<file path="config.mk">
export PLATFORM = sky130hd
export DESIGN_NAME = masked_route_lookup_top
export DESIGN_NICKNAME = d
export VERILOG_FILES = /design/src/mrl_pkg.sv /design/src/mrl_cell.sv /design/src/masked_route_lookup_top.sv
export SDC_FILE = /design/constraint.sdc
export NUM_CORES = 2
export LEC_CHECK = 0
export BUFFER_PORTS_ARGS = -buffer_cell sky130_fd_sc_hd__buf_2
export CAP_MARGIN = 20
export CORE_MARGIN = 2
export CORE_UTILIZATION = 60
export DETAILED_ROUTE_END_ITERATION = 10
export PLACE_DENSITY = 0.76
export SYNTH_ARGS = -nofsm -noshare
export SYNTH_HDL_FRONTEND = slang
export SYNTH_SLANG_ARGS = --single-unit
</file>
<file path="constraint.sdc">
create_clock -name clock -period 5.1 [get_ports clock]
set_input_delay 0.255 -clock clock [delete_from_list [all_inputs] [get_ports clock]]
set_output_delay 0.255 -clock clock [all_outputs]
set_load 0.1 [all_outputs]
</file>
<file path="src/mrl_pkg.sv">
// ----------------------------------------------------------------------------
// mrl_pkg: shared types and constants for the masked route lookup
// Route entry layout, search token carried along the cell chain, result item.
// ----------------------------------------------------------------------------
package mrl_pkg;

   localparam int ADDR_W  = 16;
   localparam int METRIC_W = 8;
   localparam int IFACE_W = 8;
   localparam int CNT_W   = 6;

   // opcode field
   localparam logic OP_WRITE  = 1'b0;
   localparam logic OP_LOOKUP = 1'b1;

   typedef logic [CNT_W-1:0] count_type;

   typedef struct packed {
      logic [ADDR_W-1:0]   dest;
      logic [ADDR_W-1:0]   mask;
      logic [ADDR_W-1:0]   gateway;
      logic [METRIC_W-1:0] metric;
      logic [IFACE_W-1:0]  iface;
   } entry_type;

   // partial search result handed from cell to cell
   typedef struct packed {
      logic [ADDR_W-1:0]   dest;
      count_type           left;        // entries still to search
      logic                local_hit;
      logic                have_remote;
      logic [METRIC_W-1:0] metric;
      logic [IFACE_W-1:0]  iface;
   } search_type;

   typedef struct packed {
      logic               found;
      logic [IFACE_W-1:0] iface;
      logic               local_hit;
   } result_type;

endpackage

</file>
<file path="src/mrl_cell.sv">
// ----------------------------------------------------------------------------
// mrl_cell: one route table slot in the search chain
// Stores one entry and updates the passing search token against it.
// ----------------------------------------------------------------------------
module mrl_cell (
   input  logic                clock,
   input  logic                reset,
   input  logic                wr_en_i,
   input  mrl_pkg::entry_type  wr_entry_i,
   input  logic                vld_i,
   input  mrl_pkg::search_type tok_i,
   output logic                vld_o,
   output mrl_pkg::search_type tok_o
);

   mrl_pkg::entry_type  entry_ff, entry_in;
   mrl_pkg::search_type tok_ff, tok_in;
   logic                vld_ff, vld_in;
   logic                hit;
   logic                in_use;

   always_comb begin
      entry_in = wr_en_i ? wr_entry_i : entry_ff;
      vld_in   = vld_i;
      hit      = ((tok_i.dest ^ entry_ff.dest) & entry_ff.mask) == '0;
      in_use   = tok_i.left != '0;
      tok_in   = tok_i;
      if (in_use) begin
         tok_in.left = tok_i.left - mrl_pkg::count_type'(1);
         // once a local route is taken, later slots change nothing
         if (hit && !tok_i.local_hit) begin
            if (entry_ff.gateway == '0) begin
               tok_in.local_hit = 1'b1;
               tok_in.iface     = entry_ff.iface;
            end else if (!tok_i.have_remote || (entry_ff.metric < tok_i.metric)) begin
               tok_in.have_remote = 1'b1;
               tok_in.metric      = entry_ff.metric;
               tok_in.iface       = entry_ff.iface;
            end
         end
      end
   end

   always_ff @(posedge clock) begin
      if (reset) begin
         vld_ff <= 1'b0;
      end else begin
         vld_ff <= vld_in;
      end
   end

   always_ff @(posedge clock) begin
      entry_ff <= entry_in;
      tok_ff   <= tok_in;
   end

   assign vld_o = vld_ff;
   assign tok_o = tok_ff;

endmodule

</file>
<file path="src/masked_route_lookup_top.sv">
// ----------------------------------------------------------------------------
// masked_route_lookup_top: route table with masked, min-metric lookup
// A chain of table cells; a lookup token walks the chain one cell per cycle.
// ----------------------------------------------------------------------------
//
//   channel | direction | handshake            | payload
//   --------+-----------+----------------------+------------------------------
//   req     | in        | req_valid/req_stall  | opcode, entry fields, lookup
//   rsp     | out       | rsp_valid/rsp_stall  | found, out_iface, local_hit
//   csr     | in        | csr_wr_en            | entries_in_use (6 bits)
//
// Order: a write item updates its cell's entry register. A lookup token walks the
//   TABLE_DEPTH cell registers in turn, then its result goes to the output register,
//   or to the hold register behind a stalled one; no new item enters until it leaves.
// Reset: synchronous; clears entries_in_use, all valids; table undefined.
// Stalls: every item waits while a lookup is in the chain; lookups also wait
//   while the hold register behind a stalled output register is full.
// ----------------------------------------------------------------------------
module masked_route_lookup_top #(
   parameter int TABLE_DEPTH = 32
) (
   input  logic        clock,
   input  logic        reset,
   // request channel
   input  logic        req_valid,
   output logic        req_stall,
   input  logic        req_opcode,
   input  logic [4:0]  req_entry_index,
   input  logic [15:0] req_entry_dest,
   input  logic [15:0] req_entry_mask,
   input  logic [15:0] req_entry_gateway,
   input  logic [7:0]  req_entry_metric,
   input  logic [7:0]  req_entry_iface,
   input  logic [15:0] req_lookup_dest,
   // response channel
   output logic        rsp_valid,
   input  logic        rsp_stall,
   output logic        rsp_found,
   output logic [7:0]  rsp_out_iface,
   output logic        rsp_local_hit,
   // configuration
   input  logic        csr_wr_en,
   input  logic [5:0]  csr_wr_data
);

   // configuration register
   mrl_pkg::count_type  cnt_ff, cnt_in;

   // sequencing
   logic                busy_ff, busy_in;
   logic                req_fire;
   logic                wr_fire;
   logic                lookup_fire;

   // cell chain: index 0 is the injected token, TABLE_DEPTH the tail
   logic [TABLE_DEPTH:0] chain_vld;
   mrl_pkg::search_type  chain_tok [TABLE_DEPTH+1];
   logic [TABLE_DEPTH-1:0] cell_wr;
   mrl_pkg::entry_type   wr_entry;

   // tail result and output slots
   logic                 tail_vld;
   mrl_pkg::result_type  tail_res;
   logic                 rsp_free;
   logic                 rsp_valid_ff, rsp_valid_in;
   mrl_pkg::result_type  rsp_ff, rsp_in;
   logic                 hold_valid_ff, hold_valid_in;
   mrl_pkg::result_type  hold_ff, hold_in;

   // ---- request side ----
   // one item in the chain at a time; a lookup also needs a free hold slot
   assign req_stall   = busy_ff || ((req_opcode == mrl_pkg::OP_LOOKUP) && hold_valid_ff);
   assign req_fire    = req_valid && !req_stall;
   assign wr_fire     = req_fire && (req_opcode == mrl_pkg::OP_WRITE);
   assign lookup_fire = req_fire && (req_opcode == mrl_pkg::OP_LOOKUP);

   always_comb begin
      cnt_in = csr_wr_en ? csr_wr_data : cnt_ff;
      busy_in = busy_ff;
      if (lookup_fire) begin
         busy_in = 1'b1;
      end else if (tail_vld) begin
         busy_in = 1'b0;
      end
   end

   always_comb begin
      wr_entry.dest    = req_entry_dest;
      wr_entry.mask    = req_entry_mask;
      wr_entry.gateway = req_entry_gateway;
      wr_entry.metric  = req_entry_metric;
      wr_entry.iface   = req_entry_iface;
   end

   // fresh token: nothing matched yet, count of entries to search
   assign chain_vld[0]             = lookup_fire;
   assign chain_tok[0].dest        = req_lookup_dest;
   assign chain_tok[0].left        = cnt_ff;
   assign chain_tok[0].local_hit   = 1'b0;
   assign chain_tok[0].have_remote = 1'b0;
   assign chain_tok[0].metric      = '0;
   assign chain_tok[0].iface       = '0;

   // ---- cell chain ----
   // slots at or past TABLE_DEPTH simply have no cell, so such writes drop;
   // the chain length also caps the searched count at TABLE_DEPTH
   for (genvar g = 0; g < TABLE_DEPTH; g++) begin : g_cell
      assign cell_wr[g] = wr_fire && (32'(req_entry_index) == g);

      mrl_cell u_cell (
         .clock      (clock),
         .reset      (reset),
         .wr_en_i    (cell_wr[g]),
         .wr_entry_i (wr_entry),
         .vld_i      (chain_vld[g]),
         .tok_i      (chain_tok[g]),
         .vld_o      (chain_vld[g+1]),
         .tok_o      (chain_tok[g+1])
      );
   end

   // ---- result side ----
   assign tail_vld           = chain_vld[TABLE_DEPTH];
   assign tail_res.found     = chain_tok[TABLE_DEPTH].local_hit ||
                               chain_tok[TABLE_DEPTH].have_remote;
   assign tail_res.iface     = chain_tok[TABLE_DEPTH].iface;  // stays 0 on a miss
   assign tail_res.local_hit = chain_tok[TABLE_DEPTH].local_hit;

   assign rsp_free = !rsp_valid_ff || !rsp_stall;

   always_comb begin
      rsp_valid_in  = rsp_valid_ff;
      rsp_in        = rsp_ff;
      hold_valid_in = hold_valid_ff;
      hold_in       = hold_ff;
      if (rsp_free) begin
         if (hold_valid_ff) begin
            // older result goes first
            rsp_valid_in  = 1'b1;
            rsp_in        = hold_ff;
            hold_valid_in = tail_vld;
            hold_in       = tail_res;
         end else begin
            rsp_valid_in  = tail_vld;
            rsp_in        = tail_res;
         end
      end else if (tail_vld) begin
         hold_valid_in = 1'b1;
         hold_in       = tail_res;
      end
   end

   always_ff @(posedge clock) begin
      if (reset) begin
         cnt_ff        <= '0;
         busy_ff       <= 1'b0;
         rsp_valid_ff  <= 1'b0;
         hold_valid_ff <= 1'b0;
      end else begin
         cnt_ff        <= cnt_in;
         busy_ff       <= busy_in;
         rsp_valid_ff  <= rsp_valid_in;
         hold_valid_ff <= hold_valid_in;
      end
   end

   always_ff @(posedge clock) begin
      rsp_ff  <= rsp_in;
      hold_ff <= hold_in;
   end

   assign rsp_valid     = rsp_valid_ff;
   assign rsp_found     = rsp_ff.found;
   assign rsp_out_iface = rsp_ff.iface;
   assign rsp_local_hit = rsp_ff.local_hit;

`ifndef NO_ASSERTIONS
   // never more than one token inside the chain
   a_one_token: assert property (@(posedge clock) disable iff (reset)
      $countones(chain_vld[TABLE_DEPTH:1]) <= 1)
      else $error("more than one search token in the chain");

   // a token only reaches the tail while a lookup is outstanding
   a_tail_busy: assert property (@(posedge clock) disable iff (reset)
      tail_vld |-> busy_ff)
      else $error("tail token without an outstanding lookup");

   // an idle block has an empty chain
   a_idle_empty: assert property (@(posedge clock) disable iff (reset)
      !busy_ff |-> (chain_vld[TABLE_DEPTH:1] == '0))
      else $error("token in chain while idle");

   // accepted lookup marks the block busy
   a_lookup_busy: assert property (@(posedge clock) disable iff (reset)
      lookup_fire |=> busy_ff)
      else $error("lookup accepted but block not busy");

   // hold slot only fills behind a full output register
   a_hold_order: assert property (@(posedge clock) disable iff (reset)
      hold_valid_ff |-> rsp_valid_ff)
      else $error("hold slot full with empty output register");
`endif

endmodule

</file>
== Yosys cells after proc, flatten, opt, wreduce, memory -nomap -nowiden ==
Index checks and enable logic that the tools add are counted.
Storage, ports and cells
  register bits: 3359
  bits of input ports: 97
  output and inout port bits: 12
  logic and storage cells: 1020
Cells by class
  add/subtract/negate cells: 31
  order comparisons: 31
  equal/unequal tests: 32
  muxes and demuxes: 200
  bitwise logic cells: 67
  reduce and logical (&&, ||, !) cells: 268
Operator list (number)
  $logic_not A16 Y1: 64
  $mux W24: 31
  $mux W18: 33
  $mux W17: 31
  $and A16 B16 Y16: 32
  $xor A16 B16 Y16: 32
  $mux W9: 32
  $lt A8 B8 Y1: 31
  $mux W8: 31
  $reduce_bool A6 Y1: 32
  $sub A6 B1 Y6 const B: 31
  $eq A5 B5 Y1 const B: 16
  $logic_and A1 B1 Y1: 67
  $logic_not A1 Y1: 65
  $eq A5 B4 Y1 const B: 8
  $mux W10: 4
  $mux W1: 38
  $logic_or A1 B1 Y1: 34
  $eq A5 B3 Y1 const B: 4
  $eq A5 B2 Y1 const B: 2
  $eq A5 B1 Y1 const B: 1
  $logic_not A5 Y1: 1
  $reduce_and A2 Y1: 2
  $reduce_bool A2 Y1: 2
  other kinds (3): 5

== Logic depth before layout (Yosys ltp) ==
  word-level depth: 6
  depth in mapped cells: 9
  gate-level depth less buffers: 8

== By module ==
Synthesis repeated with hierarchy kept, for this count alone.
Second synthesis, totals
  cells, all modules: 6774
  area total of the unflattened synthesis: 115593.4 µm²
Modules (own cells, without submodules)
  mrl_cell at g_cell[21].u_cell ...: times used 19, cells each 208, area an instance 3554.7 µm², seq. area each 2742.6 µm²
  mrl_cell at g_cell[0].u_cell ...: times used 13, cells each 208, area an instance 3583.4 µm², seq. area each 2742.6 µm²
  masked_route_lookup_top: times used 1, cells each 118, area an instance 1470.2 µm², seq. area each 780.7 µm²

== Worst setup path after synthesis ==
OpenSTA, ideal clock, no wires.
  path type: reg-to-reg
  start: register busy_ff
  end: register g_cell[12].u_cell.entry_ff[0] (netlist name) (enable)
  library setup time: 0.487 ns
  arrival time: 3.726 ns
  required time: 4.613 ns
  setup slack: 0.887 ns
  stages on the path, launching flop included: 4
  path buffers: 0
  clock period less this slack: 4.213 ns
  cell sequence: dfxtp_1 > nor4b_1 > nand3_1 > nor2_1
On the way
  cells in the longest elaborated chain, start to end: 5
RTL lines
  start: declaration: line masked_route_lookup_top.sv:50  | logic busy_ff, busy_in;
  start signal: assignment: line masked_route_lookup_top.sv:161  | busy_ff <= busy_in;
  $logic_or A1 B1 Y1: line masked_route_lookup_top.sv:72  | assign req_stall = busy_ff || ((req_opcode == mrl_pkg::OP_LOOKUP) && hold_valid_ff);
  $logic_not A1 Y1: line masked_route_lookup_top.sv:73  | assign req_fire = req_valid && !req_stall;
  $logic_and A1 B1 Y1: line masked_route_lookup_top.sv:73
  $logic_and A1 B1 Y1: line masked_route_lookup_top.sv:74  | assign wr_fire = req_fire && (req_opcode == mrl_pkg::OP_WRITE);
  $logic_and A1 B1 Y1: line masked_route_lookup_top.sv:108  | assign cell_wr[g] = wr_fire && (32'(req_entry_index) == g);
  named net g_cell[12].u_cell.wr_en_i: line mrl_cell.sv:8  | input logic wr_en_i,
  end signal: assignment: line mrl_cell.sv:53  | entry_ff <= entry_in;
  end: declaration: line mrl_cell.sv:16  | mrl_pkg::entry_type entry_ff, entry_in;
The timed path passes the listed nets, and every way through them passes these cells.
A chain may end at the register's enable or synchronous reset.

== Worst setup path after layout ==
  start: register busy_ff
  end: register g_cell[1].u_cell.entry_ff[59] (netlist name) (enable)
On the way
  cells in the longest elaborated chain, start to end: 5
RTL lines (line)
  $logic_or A1 B1 Y1: masked_route_lookup_top.sv:72
  $logic_not A1 Y1: masked_route_lookup_top.sv:73
  $logic_and A1 B1 Y1: masked_route_lookup_top.sv:73
  $logic_and A1 B1 Y1: masked_route_lookup_top.sv:74
  $logic_and A1 B1 Y1: masked_route_lookup_top.sv:108
  named net g_cell[1].u_cell.wr_en_i: mrl_cell.sv:8
  end signal: assignment: mrl_cell.sv:53
  end: declaration: mrl_cell.sv:16
The timed path passes the listed nets, and every way through them passes these cells.

==> flow_metrics.py <==
metrics = {
    "synthesis": {
        "synth_edf_count": 2068,
        "ys_types": 61,
        "yosys.area_share.simple_pct": 5.183,
        "synth_compound_area_share_pct": 3.793,
        "synth-async-reset-ratio_pct": 0,
        "ys_ff_latch": 3359,
        "yosys_warnings": 0,
        "synth_xor_area_share_pct": 4.749,
        "syn_inst": 6704,
        "synth_fp_nets": 7080,
        "netlist_area_um2": 114200,
        "post_synth_fa_ha_maj_area_fraction_pct": 3.058,
        "syn_area_per_cell_um2": 17.03,
        "synth_top_family_by_area": "simple AND/OR/NAND/NOR gates",
        "synthMuxAreaShare_pct": 4.994,
        "synth-seq-area-share_pct": 77.04,
        "synth_flop_cell": "edfxtp_1",
    },
    "route": {
        "viasPerCell": 5.524,
        "num_vias": 55420,
        "drc": 0,
        "detail_route.wl_per_cell_um": 20.75,
        "routed_wl_um": 208100,
        "drtIter0Drc": 3503,
        "drtAntennaViolNets": 0,
        "dr.pass1.iters": 7,
    },
    "setup_path": {
        "start_kind": "register",
        "end_kind": "register",
        "path_delay_family": "simple AND/OR/NAND/NOR gates",
        "arrival_ns": 3.59,
        "cp_slowest_cell": "nor2_4",
        "cp_data_required_time_ns": 5.65,
        "cp_num_buf_inv": 2,
        "cp_common_cell": "buf_4",
        "slowest_delay_ns": 0.93,
        "worstPathCellList": "nor4b_2 -> buf_4 -> nand2_1 -> nor2_4 -> buf_4",
        "r2r_end": "g_cell[1].u_cell.entry_ff[59]",
        "cp_max_fo": 29,
        "r2r_slack_ns": 2.06,
        "r2r_start": "busy_ff",
        "worst-setup-path-type": "reg2reg",
        "r2r_cells": 5,
    },
    "global_routing": {
        "grt_pass1_wl_um": 322000,
        "overflow": 0,
        "grt_usage_pct": 21.52,
        "grt_max_degree": 65,
        "antenna_found_initial": 1,
        "first_global_vias": 58250,
    },
    "layout": {
        "utilization_pct": 68.47,
        "nNetsFinal": 7644,
        "drive_above_1_share_pct": 16.69,
        "final_common_cell": "edfxtp_1",
        "layout_common_cells": "edfxtp_1 (2068), dfxtp_1 (1291), xor2_1 (526)",
        "area_growth_pct": 13.71,
    },
    "job": {
        "cap_violations": 0,
    },
    "clocking": {
        "cts_resized": 0,
        "insertion_delay_ns": 0.93,
        "root_buffer": "clkbuf_16",
        "cts_buffers": 328,
        "cts.htree.levels": 5,
        "clk_pin_slew_ns": 0.07,
        "clockBufferDepth": 4,
        "post_cts_buffers": 0,
        "cts_tree": "built",
        "clock_sinks": 3359,
    },
    "floorplanning": {
        "io_pins": 109,
        "die_w_um": 440.2,
        "die_h_um": 440.2,
        "start_util_pct": 60.22,
        "die_area_um2": 193800,
        "core_area_um2": 189600,
        "rows": 160,
    },
    "sta": {
        "max_freq_mhz": 329.0,
        "drv_slew": 0,
        "worst_pin_slew_ns": 1.148,
        "setup_viol": 0,
        "hold_viol_final": 0,
        "finClkSkew_ns": 0.07269,
        "grt_setup_unrepaired": "false",
        "fin_crit_sh_pct": 59.60,
        "period_minus_slack_ns": 3.040,
        "relSlewSlack_pct": 23.48,
        "tns_ns": 0,
    },
    "power": {
        "seqPwrFrac_pct": 53.3,
        "combinationalPowerShare_pct": 6.5,
        "p_sw_w": 0.01267,
        "p_per_area_nw_per_um2": 449.0,
        "clockPowerShare_pct": 40.1,
        "power.internal_w": 0.04562,
        "p_sw_share_pct": 21.74,
        "ir_drop_mv": 0.4773,
        "leakagePower_nw": 46.93,
    },
    "hold_path": {
        "hold_class": "in2reg",
        "min_to": "g_cell[0].u_cell.entry_ff[50]",
        "min_path_cells": 1,
        "min_from": "req_entry_dest[2]",
    },
    "place": {
        "dp_hpwl_um": 132500,
        "gp_congestion": 0.8004,
        "port_buffers": 108,
    },
    "run_status": {
        "outcome": "complete, no violations",
    },
}
-- cell families (layout without fill, tap and decap cells) --
kind of cell    Yosys count  after routing
compound gates          588            588
mux                     507            507
other cells               0              1
xor+xnor                619            619
simple gates           1000           1000
buf+inv                 352           1168
fa+ha+maj               279            279
flops                  3359           3359
-- cell usage after synthesis (45+ instances only) --
master	n	share of area, %
a21o_1	101	0.66
a21oi_1	90	0.39
a22oi_1	230	1.5
dfxtp_1	1291	23
edfxtp_1	2068	54
ha_1	279	3.1
inv_1	332	1.1
mux2_2	499	4.9
nand2_1	154	0.51
nand3_1	45	0.20
nand4_1	86	0.47
nor2_1	209	0.69
nor3_1	109	0.48
nor4_1	136	0.75
xnor2_1	93	0.71
xor2_1	526	4.0
-- stage by stage --
step	hold slack (ns)	power [W]	cell area (um^2)	std cells	setup slack, ns
global route	0.01698	0.06033	129800	10030	1.911
global placement	0.3533	0.03514	118300	9347	2.095
detailed placement	0.3530	0.03537	118300	9347	2.080
finish	0.02876	0.05829	129800	10030	2.060
floorplan	0.2827	0.03411	114200	6704	0.8872
CTS	0.002374	0.05860	129800	10030	2.066
-- cell type report --
class | instances | area (um^2)
antenna | 1 | 2.502
sequential | 3359 | 87940
inverter | 332 | 1246
tap | 2511 | 3142
clock buffer | 451 | 9201
clock inverter | 131 | 1261
multi-input combinational | 2993 | 25110
fill | 11690 | 59770
timing repair buffer | 254 | 1906
-- power groups by stage --
stage          logic (W)  registers, W  clock network [W]
2_1_floorplan    0.00264        0.0315                  0
3_3_place_gp     0.00356        0.0316                  0
3_5_place_dp     0.00372        0.0316                  0
4_1_cts          0.00384        0.0311             0.0237
5_1_grt          0.00430        0.0312             0.0248
6_report         0.00381        0.0311             0.0234
-- worst reg2reg max path, stage by stage (launching register included) --
cell     delay [ns]
dfxtp_1        0.34
nor4b_2        0.30
buf_4          0.17
nand2_1        0.44
nor2_4         0.95
buf_4          0.49
-- registers in the layout, summed over array words and instances (netlist names) --
signal                  flops
g_cell.u_cell.entry_ff   2048
g_cell.u_cell.tok_o      1250
hold_ff                    10
cnt_ff                      6
rsp_local_hit               1
rsp_found                   1
rsp_valid                   1
g_cell.u_cell.vld_o        32
hold_valid_ff               1
busy_ff                     1
rsp_out_iface               8
-- worst max-delay path by stage --
stage,start,to,slack (ns),cells after the start
after global placement,req_opcode,g_cell[4].u_cell.entry_ff[50],2.09,6
final,busy_ff,g_cell[1].u_cell.entry_ff[59],2.06,5
after floorplan,busy_ff,g_cell[12].u_cell.entry_ff[0],0.89,3
after global routing,busy_ff,g_cell[1].u_cell.entry_ff[59],1.91,5
after detailed placement,req_opcode,g_cell[4].u_cell.entry_ff[50],2.08,6
after CTS,busy_ff,g_cell[5].u_cell.entry_ff[41],2.07,5
-- layer usage --
| metal | vias to the layer above | global-route usage (%) | share of wire [%] | wire [um] |
|---|---|---|---|---|
| met5 | - | 0 | 0 | 0 |
| met4 | 0 | 8.396 | 3.6 | 7538 |
| met3 | 435 | 3.259 | 4.2 | 8650 |
| met2 | 1258 | 39.27 | 53 | 110100 |
| met1 | 27650 | 25.49 | 39 | 81820 |
| li1 | 26070 | - | - | - |
-- repair_timing --
| item | in CTS | in global routing |
|---|---|---|
| setup endpoints to repair | 0 | 0 |
| hold buffers | 101 | 0 |
| endpoints found under the hold margin | 1206 | 0 |
(Power assumes the default switching activity.)
